===== src/hdl/srec_pkg.sv =====
// shared types and constants for the s-record line checksum checker
// no dependencies; imported by every module of the block
package srec_pkg;

    localparam int MAX_LINE_CHARS_DEF = 256;
    localparam int QUEUE_DEPTH        = 2;

    localparam logic [7:0] CHAR_NEWLINE = 8'h0A;
    localparam logic [7:0] CHAR_SPACE   = 8'h20;
    localparam logic [7:0] SUM_BASE     = 8'hFF;
    localparam logic [7:0] POS_MAX      = 8'hFF;

    typedef logic [2:0] t_status;
    localparam t_status STATUS_OK       = 3'd0;
    localparam t_status STATUS_ILLEGAL  = 3'd1;
    localparam t_status STATUS_SHORT    = 3'd2;
    localparam t_status STATUS_MISMATCH = 3'd3;
    localparam t_status STATUS_ODD      = 3'd4;

    typedef struct packed {
        logic [7:0] character;
        logic       end_of_line;
    } t_in_item;

    typedef struct packed {
        logic       line_ok;
        t_status    status;
        logic [7:0] expected_sum;
        logic [7:0] computed_sum;
        logic [7:0] bad_character;
        logic [7:0] bad_position;
    } t_result;

    // classified character as it travels from front to back
    typedef struct packed {
        logic       end_of_line;
        logic       legal;
        logic [3:0] nibble;
        logic [7:0] character;
    } t_cls;

    typedef struct packed {
        logic full;
        logic empty;
    } t_q_status;

endpackage


===== src/hdl/srec_back.sv =====
// back end: pairs nibbles into bytes, sums them and forms the line verdict
// depends on srec_pkg; drains srec_queue into a single output register
module srec_back
    import srec_pkg::*;
#(
    parameter int MAX_LINE_CHARS = MAX_LINE_CHARS_DEF
) (
    input  logic      i_clk,
    input  logic      i_rst_n,
    input  t_q_status i_q_status,
    input  t_cls      i_cls,
    output logic      o_pop,
    output logic      o_out_valid,
    input  logic      i_out_stall,
    output t_result   o_out_data
);

    localparam int LEN_W = $clog2(MAX_LINE_CHARS + 1);
    localparam logic [LEN_W-1:0] LEN_MAX = LEN_W'(MAX_LINE_CHARS);
    localparam logic [LEN_W-1:0] LEN_PAIR_START = LEN_W'(2);

    logic [LEN_W-1:0] r_line_length, n_line_length;
    logic [7:0]       r_char_position, n_char_position;
    logic [3:0]       r_high_nibble, n_high_nibble;
    logic [7:0]       r_pending_byte, n_pending_byte;
    logic             r_pending_valid, n_pending_valid;
    logic [7:0]       r_running_sum, n_running_sum;
    logic             r_bad_seen, n_bad_seen;
    logic [7:0]       r_first_bad_char, n_first_bad_char;
    logic [7:0]       r_first_bad_pos, n_first_bad_pos;
    logic             r_half_pair, n_half_pair;
    logic             r_out_valid, n_out_valid;
    t_result          r_out, n_out;

    logic             out_free;
    logic [7:0]       computed;
    t_status          status;

    assign out_free = !r_out_valid || !i_out_stall;
    assign o_pop    = !i_q_status.empty && (!i_cls.end_of_line || out_free);
    assign computed = SUM_BASE - r_running_sum;

    always_comb begin
        if (r_bad_seen) begin
            status = STATUS_ILLEGAL;
        end else if (!r_pending_valid) begin
            status = STATUS_SHORT;
        end else if (r_half_pair) begin
            status = STATUS_ODD;
        end else if (r_pending_byte != computed) begin
            status = STATUS_MISMATCH;
        end else begin
            status = STATUS_OK;
        end
    end

    always_comb begin
        n_line_length    = r_line_length;
        n_char_position  = r_char_position;
        n_high_nibble    = r_high_nibble;
        n_pending_byte   = r_pending_byte;
        n_pending_valid  = r_pending_valid;
        n_running_sum    = r_running_sum;
        n_bad_seen       = r_bad_seen;
        n_first_bad_char = r_first_bad_char;
        n_first_bad_pos  = r_first_bad_pos;
        n_half_pair      = r_half_pair;
        n_out_valid      = r_out_valid && i_out_stall;
        n_out            = r_out;

        if (o_pop && i_cls.end_of_line) begin
            n_out_valid          = 1'b1;
            n_out.line_ok        = (status == STATUS_OK);
            n_out.status         = status;
            n_out.expected_sum   = r_pending_valid ? r_pending_byte : 8'd0;
            n_out.computed_sum   = computed;
            n_out.bad_character  = r_bad_seen ? r_first_bad_char : 8'd0;
            n_out.bad_position   = r_bad_seen ? r_first_bad_pos : 8'd0;
            n_line_length    = '0;
            n_char_position  = '0;
            n_high_nibble    = '0;
            n_pending_byte   = '0;
            n_pending_valid  = 1'b0;
            n_running_sum    = '0;
            n_bad_seen       = 1'b0;
            n_first_bad_char = '0;
            n_first_bad_pos  = '0;
            n_half_pair      = 1'b0;
        end else if (o_pop && (r_line_length < LEN_MAX)) begin
            // record type letter is never checked
            if ((r_char_position != 8'd0) && !r_bad_seen && !i_cls.legal) begin
                n_bad_seen       = 1'b1;
                n_first_bad_char = i_cls.character;
                n_first_bad_pos  = r_char_position;
            end
            if (r_line_length >= LEN_PAIR_START) begin
                if (!r_half_pair) begin
                    n_high_nibble = i_cls.nibble;
                    n_half_pair   = 1'b1;
                end else begin
                    if (r_pending_valid) begin
                        n_running_sum = r_running_sum + r_pending_byte;
                    end
                    n_pending_byte  = {r_high_nibble, i_cls.nibble};
                    n_pending_valid = 1'b1;
                    n_half_pair     = 1'b0;
                end
            end
            n_line_length = r_line_length + 1'b1;
            if (r_char_position != POS_MAX) begin
                n_char_position = r_char_position + 1'b1;
            end
        end
    end

    always_ff @(posedge i_clk) begin
        if (!i_rst_n) begin
            r_line_length    <= '0;
            r_char_position  <= '0;
            r_high_nibble    <= '0;
            r_pending_byte   <= '0;
            r_pending_valid  <= 1'b0;
            r_running_sum    <= '0;
            r_bad_seen       <= 1'b0;
            r_first_bad_char <= '0;
            r_first_bad_pos  <= '0;
            r_half_pair      <= 1'b0;
            r_out_valid      <= 1'b0;
        end else begin
            r_line_length    <= n_line_length;
            r_char_position  <= n_char_position;
            r_high_nibble    <= n_high_nibble;
            r_pending_byte   <= n_pending_byte;
            r_pending_valid  <= n_pending_valid;
            r_running_sum    <= n_running_sum;
            r_bad_seen       <= n_bad_seen;
            r_first_bad_char <= n_first_bad_char;
            r_first_bad_pos  <= n_first_bad_pos;
            r_half_pair      <= n_half_pair;
            r_out_valid      <= n_out_valid;
        end
        r_out <= n_out;
    end

    assign o_out_valid = r_out_valid;
    assign o_out_data  = r_out;

    property p_clear_after_eol;
        @(posedge i_clk) disable iff (!i_rst_n)
            (o_pop && i_cls.end_of_line) |=> (r_line_length == '0) && !r_bad_seen;
    endproperty
    assert property (p_clear_after_eol) else $error("line state not cleared");

    property p_ok_matches_status;
        @(posedge i_clk) disable iff (!i_rst_n)
            r_out_valid |-> (r_out.line_ok == (r_out.status == STATUS_OK));
    endproperty
    assert property (p_ok_matches_status) else $error("line_ok disagrees with status");

    property p_bad_pos_status;
        @(posedge i_clk) disable iff (!i_rst_n)
            r_out_valid |-> ((r_out.bad_position != 8'd0) ==
                             (r_out.status == STATUS_ILLEGAL));
    endproperty
    assert property (p_bad_pos_status) else $error("bad position without illegal status");

endmodule


===== config.mk =====
export PLATFORM = sky130hd
export DESIGN_NAME = srec_back
export DESIGN_NICKNAME = d
export VERILOG_FILES = /design/src/hdl/srec_pkg.sv /design/src/hdl/srec_back.sv
export SDC_FILE = /design/constraint.sdc
export NUM_CORES = 1
export LEC_CHECK = 0
export ABC_CLOCK_PERIOD_IN_PS = 3400
export BUFFER_PORTS_ARGS = -buffer_cell sky130_fd_sc_hd__buf_4
export CORE_ASPECT_RATIO = 0.5
export CORE_UTILIZATION = 56
export CTS_CLUSTER_SIZE = 14
export DETAILED_ROUTE_END_ITERATION = 8
export PLACE_DENSITY = 0.79
export REMOVE_ABC_BUFFERS = 1
export SLEW_MARGIN = 0
export SYNTH_ARGS = -nofsm -noshare
export SYNTH_HDL_FRONTEND = slang
export SYNTH_SLANG_ARGS = --single-unit

===== constraint.sdc =====
create_clock -name i_clk -period 3.4 [get_ports i_clk]
set_clock_uncertainty 0.2 [all_clocks]
set_input_delay 0.17 -clock i_clk [delete_from_list [all_inputs] [get_ports i_clk]]
set_output_delay 0.17 -clock i_clk [all_outputs]
set_load 0.02 [all_outputs]

==> impl_results.md, run 1 <==
* Leak at 2.03 nW
* Mean post-synth cell area at 11.3 um2
* Crit. path cell count at 7
* Worst Setup End Kind: register
* R2R Setup Slk at 1.11 ns
* RSZ-0062 raised after global routing: false
* Yosys warns at 0
* Critical path type: reg -> reg
* WHS Endpoint: o_out_valid
* CP max FO at 3
* Max Buffers Root-to-Sink at 2
* First-pass GRT wire length at roughly 12,000 um
* Hold Path Class: in -> reg
* CP Cell Sequence: ha_1, fa_1, a211oi_1, o21bai_1, a21oi_1, nor4_1, a311o_1
* CTS root buffer: clkbuf_16
* Count of buffers from port buffering at 55
* Dpl hpwl at 4730 um
* Maxcap violations at 0
* Drt wl/cell at 14.7 um
* Post-synth EDFFs at 36
* Mapped Area at 0.00385 mm2
* DRT Pass-1 Iters at 4
* # rows at 20
* Synth cell types at 46
* Chip height at about 61 um
* TritonCTS clock tree: built
* Diode count at 0
* Largest net degree at the start of global routing at 39
* Synth-to-Final Area Change at 24.4%
* Initial antenna violation count at 0
* Worst IR Drop VDD at around 270 uV
* Launch point of the worst reg-to-reg path: r_pending_byte[0]
* GP Congestion at 0.854
* CP delay by family, top: compound AO/OA/AOI/OAI gates
* Vias/cell at between 5 and 6
* Critical path's largest stage delay at 0.44 ns
* # IOs at 57
* # H-tree levels at 3
* DRC viols at 0
* DIE AREA at between 0.007 and 0.008 mm2
* Slew Viols, Final at 0
* Ys async rst share at 0
* Vias in the first global route at 2,573
* Hold path startpoint: i_out_stall
* DR vias at about 2,700
* Antenna Nets Post-Route at 0
* Grt ovf at 0
* Placed inst area at 0.00435 mm2
* CP max-delay cell: fa_1
* Critical path startpoint: r_pending_byte[0]
* Die X at roughly 120 um
* Nets at 438
* All-Layer GR Usage at 0.225
* Post-Syn Instances at 340
* CP bufs+invs at 0
* Final instance area at approximately 0.0048 mm2
* Initial core utilization at 0.606
* Worst Path Required at around 3.4 ns
* Sequential-to-total area share from yosys stat at 0.577
* Final min period at 2.29 ns
* Overall power at 2.37 mW
* Final cell count without fillers at 501
* Status: complete, no violations
* Drt initial violations at 138
* PwrDens at ~500 mW/mm2
* Crit path DAT at ~2.3 ns
* Hold path cells at 3
* Num CTS Buffers at 9
* Fin util at 0.754
* Worst-path clk slew at 0.06 ns
* Setup TNS at 0 ns
* Slew margin rel. at 0.507
* Hold Fails Final Rpt at 0
* Reg2Reg Depth at 7
* Final setup viols at 0
* # hold bufs at CTS at 13
* Post_cts resized at 0
* CTS Sinks at 93
* Type of origin of the critical path: register
* Layout cells sized above 1 at 0.199
* Worst-margin pin slew at 0.737 ns
* Top_reg_cell synth: dfxtp_1
* Max Clock Freq at 437 MHz
* Clk_lat worst skew at 0.34 ns
* Total Routed Length at 7360 um
* Placed Cells at 472
* Core area at 0.00636 mm2
* Reg-to-reg endpoint: r_running_sum[6]
* Postcts setup bufs at 0
* Post-synthesis register bit count at 93
* Period utilisation layout at 0.672
## sequential cells by signal, summed over array words and instances (netlist names), 4 cells and up
signal,flops
r_high_nibble,4
r_line_length,9
o_out_data,36
r_first_bad_pos,8
r_char_position,8
r_first_bad_char,8
r_running_sum,8
r_pending_byte,8
## where the power goes
part,leakage [nW],internal [mW],switching (mW),total (mW)
registers,0.773,1.17,0.0126,1.19
clock network,0.154,0.644,0.405,1.05
logic,1.10,0.0615,0.0776,0.139
## cells in the mapped netlist (2+ instances only)
cell / number / share of area
and4_1: 2 / 0.0045
and3_1: 2 / 0.0032
ha_1: 10 / 0.032
clkbuf_1: 4 / 0.0039
buf_2: 4 / 0.0052
o21ai_0: 4 / 0.0052
a31oi_1: 2 / 0.0032
xor2_1: 9 / 0.020
a211oi_2: 2 / 0.0065
xnor2_1: 9 / 0.020
a211oi_1: 2 / 0.0039
edfxtp_1: 36 / 0.28
buf_4: 2 / 0.0039
and2_1: 24 / 0.039
a21oi_1: 8 / 0.010
dfxtp_1: 57 / 0.30
o21a_1: 4 / 0.0078
nand4_1: 4 / 0.0065
nor4_1: 4 / 0.0065
buf_1: 4 / 0.0039
mux2i_1: 33 / 0.086
nor4b_1: 2 / 0.0045
inv_1: 13 / 0.013
nor2_1: 53 / 0.052
o21ai_1: 2 / 0.0026
nand2_1: 10 / 0.0097
o21bai_1: 2 / 0.0039
nor3_1: 5 / 0.0065
a21o_1: 2 / 0.0039
nand3_1: 9 / 0.012
## per-stage QoR
stage / setup slack [ns] / hold WS [ns]
after floorplan: 0.104 / 0.0878
after global placement: 1.21 / 0.200
after detailed placement: 1.16 / 0.215
after CTS: 1.12 / 0.0660
after global routing: 1.07 / 0.0786
final: 1.11 / 0.0728
## per-layer routing
layer / wire (um) / track usage / up-vias
met5: 0 / 0 / -
met4: 124 / 0.0857 / 0
met3: 345 / 0.0874 / 13
met2: 3670 / 0.404 / 54
met1: 3220 / 0.251 / 1296
li1: - / - / 1319
## how the worst max path moves through the flow
stage,end,slack [ns]
2_1_floorplan,r_running_sum[6],0.10
3_3_place_gp,r_running_sum[6],1.21
3_5_place_dp,r_running_sum[6],1.16
4_1_cts,r_running_sum[6],1.12
5_1_grt,r_running_sum[6],1.07
6_report,r_running_sum[6],1.11
## cells in the final DEF, fill, tap and decap left out, drive strengths merged, types with 2 or more instances in the layout
cell	Yosys	layout
a21oi	9	9
clkbuf	4	10
nor4	4	4
nor4b	2	2
a211oi	4	4
clkinv	0	3
buf	11	59
o21ai	6	6
nor2	53	53
edfxtp	36	36
a21o	2	2
nor3	5	5
dfxtp	57	57
nand4	4	4
o21bai	2	2
xnor2	9	9
bufinv	0	2
and4	2	2
dlygate4sd3	0	13
o21a	4	4
xor2	9	9
a31oi	2	2
and3	2	2
ha	10	10
mux2i	33	33
nand2	11	11
inv	13	14
nand3	9	9
and2	25	25
## cell families (layout without fill, tap and decap cells)
group | count (synthesis) | count (layout) | share of synthesized area
AND/OR/NAND/NOR | 122 | 122 | 0.158
multiplexers | 34 | 34 | 0.0896
XOR/XNOR | 18 | 18 | 0.0409
adder cells (fa/ha/maj) | 11 | 11 | 0.0377
flip-flops | 93 | 93 | 0.577
buffers and inverters | 28 | 101 | 0.0325
AO/OA/AOI/OAI | 34 | 34 | 0.0643
## worst reg2reg max path, stage by stage, from the launching register on
cell and delay (ns):
dfxtp_1 0.33, ha_1 0.24, fa_1 0.44, a211oi_1 0.27, o21bai_1 0.11, a21oi_1 0.20
nor4_1 0.07, a311o_1 0.32
## final cells by class
type,instances,area [um2]
fill,447,1560
inverter,13,48.8
sequential,93,2220
timing repair buffer,72,573
clock buffer,10,229
clock inverter,6,86.3
multi-input combinational,219,1530
tap,88,110
Power figures use the tool's default switching activity.
==> run 2: changes to the inputs <==
Settings changed: ABC_CLOCK_PERIOD_IN_PS 3400 to 2220.
Clock period 3.4 ns to 2.22 ns, I/O delays scaled along.
==> run 2 against run 1 <==
Sequential cell count stayed put. Largest power group unchanged. Non-clock buffer count is 6 higher. Global-route usage is 0.27 points lower. Die area stayed put. Cell count is 1.2% higher. Critical path depth stayed put. Highest routed layer unchanged. Core utilization is 1.3 points higher. Sequential share of layout area is 0.76 points lower. Final area is 1.8% higher. Power is 52% higher.
==> impl_results.md, run 2 (synthesis gave the netlist of run 1 again) <==
* Drt initial violations at 188 (was 138)
* Clk_lat worst skew at 0.34 ns (about the same)
* Max reg flops at 36 (unchanged)
* Placed Cells at 477 (was 472)
* GP Congestion at 0.822 (was 0.854)
* Count of buffers from port buffering at 55 (unchanged)
* DRC viols at 0 (unchanged)
* PwrDens at 739 mW/mm2 (was 495 mW/mm2)
* Hold Path Class: in -> reg (unchanged)
* Critical path type: reg -> reg (unchanged)
* Period utilisation layout at 0.971 (was 0.672)
* Slew Viols, Final at 0 (unchanged)
* First-pass GRT wire length at 11,900 um (was 12,000 um)
* Max Clock Freq at 464 MHz (was 437 MHz)
* Leak at 2.05 nW (was 2.03 nW)
* Chip height at 60.7 um (unchanged)
* Drt wl/cell at 15.1 um (was 14.7 um)
* Max Buffers Root-to-Sink at 2 (unchanged)
* Slew margin rel. at 0.751 (was 0.507)
* # rows at 20 (unchanged)
* WHS Endpoint: o_out_valid (unchanged)
* Worst Path Required at 2.24 ns (was 3.43 ns)
* Vias/cell at 5.30 (was 5.35)
* All-Layer GR Usage at 0.222 (was 0.225)
* Final worst slack at 0.0638 ns (was 1.11 ns)
* Diode count at 0 (unchanged)
* Initial core utilization at 0.606 (unchanged)
* DR vias at 2,689 (was 2,682)
* Antenna Nets Post-Route at 0 (unchanged)
* CTS Sinks at 93 (unchanged)
* Worst-margin pin slew at 0.369 ns (was 0.737 ns)
* CP max FO at 3 (unchanged)
* Type of origin of the critical path: register (unchanged)
* Reg2Reg Depth at 7 (unchanged)
* Worst IR Drop VDD at 510 uV (was 265 uV)
* Final min period at 2.16 ns (was 2.29 ns)
* Layout cells sized above 1 at 0.232 (was 0.199)
* Grt ovf at 0 (unchanged)
* Vias in the first global route at 2,598 (was 2,573)
* Hold Fails Final Rpt at 0 (unchanged)
* Reg-to-reg endpoint: r_running_sum[6] (unchanged)
* Die X at 119 um (unchanged)
* Synth-to-Final Area Change at 26.6% (was 24.4%)
* DIE AREA at 0.00724 mm2 (unchanged)
* Nets at 444 (was 438)
* Largest net degree at the start of global routing at 39 (unchanged)
* Worst-path clk slew at 0.06 ns (about the same)
* Commonest non-fill, non-tap cells in the layout: buf_4, dfxtp_1, nor2_1 (unchanged)
* Final setup viols at 0 (unchanged)
* Setup TNS at 0 ns (unchanged)
* Maxcap violations at 0 (unchanged)
* Commonest non-fill, non-tap cell in the layout: buf_4 (unchanged)
* Num CTS Buffers at 9 (unchanged)
* Total Routed Length at 7660 um (was 7360 um)
* Final instance area at 0.00488 mm2 (was 0.00479 mm2)
* TritonCTS clock tree: built (unchanged)
* # IOs at 57 (unchanged)
* CTS root buffer: clkbuf_16 (unchanged)
* Launch point of the worst reg-to-reg path: r_pending_byte[0] (unchanged)
* Hold path startpoint: i_out_stall (unchanged)
* Placed inst area at 0.00440 mm2 (was 0.00435 mm2)
* Worst Setup End Kind: register (unchanged)
* Core area at 0.00636 mm2 (unchanged)
* Hold path cells at 3 (unchanged)
* # H-tree levels at 3 (unchanged)
* Final cell count without fillers at 507 (was 501)
* Dpl hpwl at 5030 um (was 4730 um)
* DP Worst Slack at -0.0209 ns (was 1.16 ns)
* Crit path DAT at 2.18 ns (was 2.32 ns)
* DRT Pass-1 Iters at 4 (unchanged)
* Fin util at 0.768 (was 0.754)
* R2R Setup Slk at 0.06 ns (was 1.11 ns)
* Overall power at 3.61 mW (was 2.37 mW)
* Status: complete, no violations (unchanged)
* Fin Hold WS at 0.00846 ns (was 0.0728 ns)
* Initial antenna violation count at 0 (unchanged)
-- run 2: layout make-up --
type                       instances  area [um2]
clock buffer                      13         272
clock inverter                     3        42.5
timing repair buffer              78         631
fill                             417        1480
multi-input combinational        219        1550
tap                               88         110
inverter                          13        48.8
sequential                        93        2220
-- run 2: worst max path at each step --
stage / start / slack, ns / to / cells past startpoint
2_1_floorplan: o_out_valid / -1.08 / r_running_sum[6] / 4
3_3_place_gp: r_pending_byte[0] / 0.05 / r_running_sum[6] / 7
3_5_place_dp: r_pending_byte[0] / -0.02 / r_running_sum[6] / 7
4_1_cts: r_pending_byte[0] / 0.02 / r_running_sum[6] / 7
5_1_grt: r_pending_byte[0] / -0.04 / r_running_sum[6] / 7
6_report: r_pending_byte[0] / 0.06 / r_running_sum[6] / 7
-- run 2: power breakdown --
part	internal, mW	switching (mW)
Combinational	0.0991	0.122
Clock	0.970	0.602
Sequential	1.80	0.0163
Total	2.87	0.740
-- run 2: repair_timing --
action	in CTS	in global routing
hold buffers	13	0
resized for setup	2	7
buffers inserted	0	1
pin swaps	1	4
endpoints found under the hold margin	21	0
endpoints found under the setup margin	1	2
-- run 2: layer usage --
metal	track usage	vias up	wire length, um
met5	0	-	0
met4	0.100	0	128
met3	0.0658	13	300
met2	0.400	54	3870
met1	0.255	1302	3370
li1	-	1320	-
-- run 2: critical path, cell delays in order (launching register included) --
cell,delay (ns)
dfxtp_1,0.33
ha_2,0.20
fa_2,0.39
a211oi_2,0.21
o21bai_1,0.10
a21oi_2,0.19
nor4_1,0.08
a311o_1,0.34
==> run 3: changes to the inputs <==
--- a/config.mk
+++ b/config.mk
@@ -10,7 +10,8 @@
 export CORE_ASPECT_RATIO = 0.5
 export CORE_UTILIZATION = 56
+export CTS_CLUSTER_DIAMETER = 50
 export CTS_CLUSTER_SIZE = 14
 export DETAILED_ROUTE_END_ITERATION = 8
-export PLACE_DENSITY = 0.79
+export PLACE_DENSITY_LB_ADDON = 0.05
 export REMOVE_ABC_BUFFERS = 1
 export SLEW_MARGIN = 0
--- a/constraint.sdc
+++ b/constraint.sdc
@@ -3,3 +3,3 @@
 set_input_delay 0.111 -clock i_clk [delete_from_list [all_inputs] [get_ports i_clk]]
 set_output_delay 0.111 -clock i_clk [all_outputs]
-set_load 0.02 [all_outputs]
+set_load 0.05 [all_outputs]
==> run 3 against run 2 <==
Sequential cell count unchanged. Die area unchanged. Largest cell class unchanged. First-iteration DRC count shrank 28%. Clock power is 8% lower. Largest power group unchanged. Critical path type unchanged. Worst setup slack gained 0.00090 ns. Global-route usage increased by 0.92 points.
==> impl_results.md, run 3 (synthesis gave the netlist of run 1 again) <==
* Crit path DAT at 2.19 ns (was 2.18 ns)
* Commonest non-fill, non-tap cell in the layout: buf_4 (unchanged)
* Dpl hpwl at 5020 um (was 5030 um)
* Worst-margin pin slew at 0.408 ns (was 0.369 ns)
* Reg-to-reg endpoint: r_running_sum[7] (was r_running_sum[6])
* Postcts setup bufs at 0 (unchanged)
* Worst IR Drop VDD at 469 uV (was 510 uV)
* Die X at 119 um (unchanged)
* Worst Path Required at 2.25 ns (was 2.24 ns)
* Maxcap violations at 0 (unchanged)
* TritonCTS clock tree: built (unchanged)
* Hold Path Class: in -> reg (unchanged)
* Critical path startpoint: r_pending_byte[4] (was r_pending_byte[0])
* Final cell count without fillers at 508 (was 507)
* Num CTS Buffers at 9 (unchanged)
* CTS Sinks at 93 (unchanged)
* GP Congestion at 0.963 (was 0.822)
* Placed Cells at 478 (was 477)
* Largest net degree at the start of global routing at 41 (was 39)
* PwrDens at 724 mW/mm2 (was 739 mW/mm2)
* Antenna Nets Post-Route at 0 (unchanged)
* CTS root buffer: clkbuf_16 (unchanged)
* Vias/cell at 5.29 (was 5.30)
* Initial core utilization at 0.606 (unchanged)
* Worst setup endpoint: r_running_sum[7] (was r_running_sum[6])
* Slew Viols, Final at 0 (unchanged)
* Max reg flops at 36 (unchanged)
* Max Clock Freq at 464 MHz (about the same)
* Critical path's largest stage delay at 0.40 ns (was 0.39 ns)
* DIE AREA at 0.00724 mm2 (unchanged)
* Worst-path clk slew at 0.06 ns (about the same)
* # H-tree levels at 3 (unchanged)
* CP max-delay cell: dfxtp_1 (was fa_2)
* DRC viols at 0 (unchanged)
* Nets at 445 (was 444)
* CP Cell Sequence: ha_4, a211oi_2, o21bai_1, o21ai_0, or3b_1, mux2_4 (was ha_2, fa_2, a211oi_2, o21bai_1, a21oi_2, nor4_1, a311o_1)
* Setup TNS at 0 ns (unchanged)
* First-pass GRT wire length at 12,200 um (was 11,900 um)
* Commonest non-fill, non-tap cells in the layout: buf_4, dfxtp_1, nor2_1 (unchanged)
* Grt ovf at 0 (unchanged)
* CP max FO at 6 (was 3)
* Launch point of the worst reg-to-reg path: r_pending_byte[4] (was r_pending_byte[0])
* Clk_lat worst skew at 0.34 ns (about the same)
* Drt wl/cell at 14.6 um (was 15.1 um)
* Crit. path cell count at 6 (was 7)
* Core area at 0.00636 mm2 (unchanged)
* # rows at 20 (unchanged)
* Type of origin of the critical path: register (unchanged)
* Count of buffers from port buffering at 55 (unchanged)
* Max Buffers Root-to-Sink at 2 (unchanged)
* CP delay by family, top: compound AO/OA/AOI/OAI gates (unchanged)
* Initial antenna violation count at 0 (unchanged)
* Slew margin rel. at 0.728 (was 0.751)
* CP bufs+invs at 0 (unchanged)
* Diode count at 0 (unchanged)
* Synth-to-Final Area Change at 26.1% (was 26.6%)
* R2R Setup Slk at 0.06 ns (about the same)
* Fin util at 0.765 (was 0.768)
* Leak at 2.04 nW (was 2.05 nW)
* Worst Setup End Kind: register (unchanged)
* DRT Pass-1 Iters at 5 (was 4)
* # IOs at 57 (unchanged)
* DR vias at 2,687 (was 2,689)
* Drt initial violations at 135 (was 188)
* Reg2Reg Depth at 6 (was 7)
* Final min period at 2.16 ns (about the same)
* All-Layer GR Usage at 0.231 (was 0.222)
* Final setup viols at 0 (unchanged)
* Total Routed Length at 7430 um (was 7660 um)
* Hold Fails Final Rpt at 0 (unchanged)
* Status: complete, no violations (unchanged)
* Chip height at 60.7 um (unchanged)
* Layout cells sized above 1 at 0.224 (was 0.232)
* Critical path type: reg -> reg (unchanged)
* Vias in the first global route at 2,543 (was 2,598)
* Period utilisation layout at 0.971 (about the same)
==> run 3: cell types whose count changed in the layout (fill, tap and decap cells not counted), moves of 2 or more <==
cell and change:
dfxtp_2 -2, clkbuf_1 -2, clkinvlp_4 +2, clkinv_4 +3
ha_2 -2, dfxtp_1 +2
==> run 3: what timing repair did <==
action,4_1_cts,5_1_grt
endpoints found under the setup margin,0,4
resized for setup,0,5
endpoints found under the hold margin,22,0
hold buffers,14,0
==> run 3: final cells by class <==
cell class	instances	area, um2
flip-flops and latches	93	2220
multi-input cells	219	1550
fillers	432	1500
repair buffers	79	641
clock buffers	10	239
well taps	88	110
clock inverters	6	48.8
inverters	13	48.8
==> run 3: where the power goes <==
| group | switching (mW) | leakage, nW | total [mW] | internal, mW |
|---|---|---|---|---|
| combinational | 0.170 | 1.14 | 0.272 | 0.102 |
| sequential | 0.0158 | 0.773 | 1.81 | 1.80 |
| clock | 0.642 | 0.131 | 1.44 | 0.794 |
| total | 0.827 | 2.04 | 3.52 | 2.69 |
==> run 3: how the worst min path moves through the flow <==
stage	depth (start not counted)	slack, ns	end	start
4_1_cts	4	0.10	r_pending_byte[2]	i_out_stall
5_1_grt	3	0.12	o_out_data[22]	i_out_stall
6_report	4	0.12	r_pending_byte[2]	i_out_stall
2_1_floorplan	1	0.03	o_out_valid	i_rst_n
3_5_place_dp	3	0.15	r_first_bad_char[2]	i_cls[2]
3_3_place_gp	3	0.14	r_first_bad_char[2]	i_cls[2]
==> run 3: worst reg2reg max path, delay by kind of cell (launching register included) <==
kind / cells / cell delay [ns]
AO/OA/AOI/OAI: 3 / 0.48
flip-flops: 1 / 0.40
AND/OR/NAND/NOR: 1 / 0.40
multiplexers: 1 / 0.31
adder cells (fa/ha/maj): 1 / 0.25
==> run 3: per-layer routing <==
| layer | part of all wire | track usage | routed length, um | vias to the layer above |
|---|---|---|---|---|
| met3 | 0.060 | 0.0959 | 448 | 4 |
| met2 | 0.50 | 0.415 | 3730 | 65 |
| li1 | - | - | - | 1333 |
| met5 | 0 | 0 | 0 | - |
| met4 | 0.0020 | 0.0536 | 15 | 0 |
| met1 | 0.43 | 0.266 | 3230 | 1285 |
==> run 3: stage by stage <==
| stage | setup WS (ns) | area, um2 | power (mW) | hold WS (ns) |
|---|---|---|---|---|
| after detailed placement | 0.0300 | 4410 | 2.10 | 0.152 |
| after global routing | -0.0117 | 4860 | 3.65 | 0.122 |
| after CTS | 0.0189 | 4830 | 3.56 | 0.104 |
| after global placement | 0.0713 | 4410 | 2.10 | 0.141 |
| after floorplan | -1.24 | 3780 | 2.00 | 0.0288 |
| final | 0.0647 | 4860 | 3.52 | 0.118 |
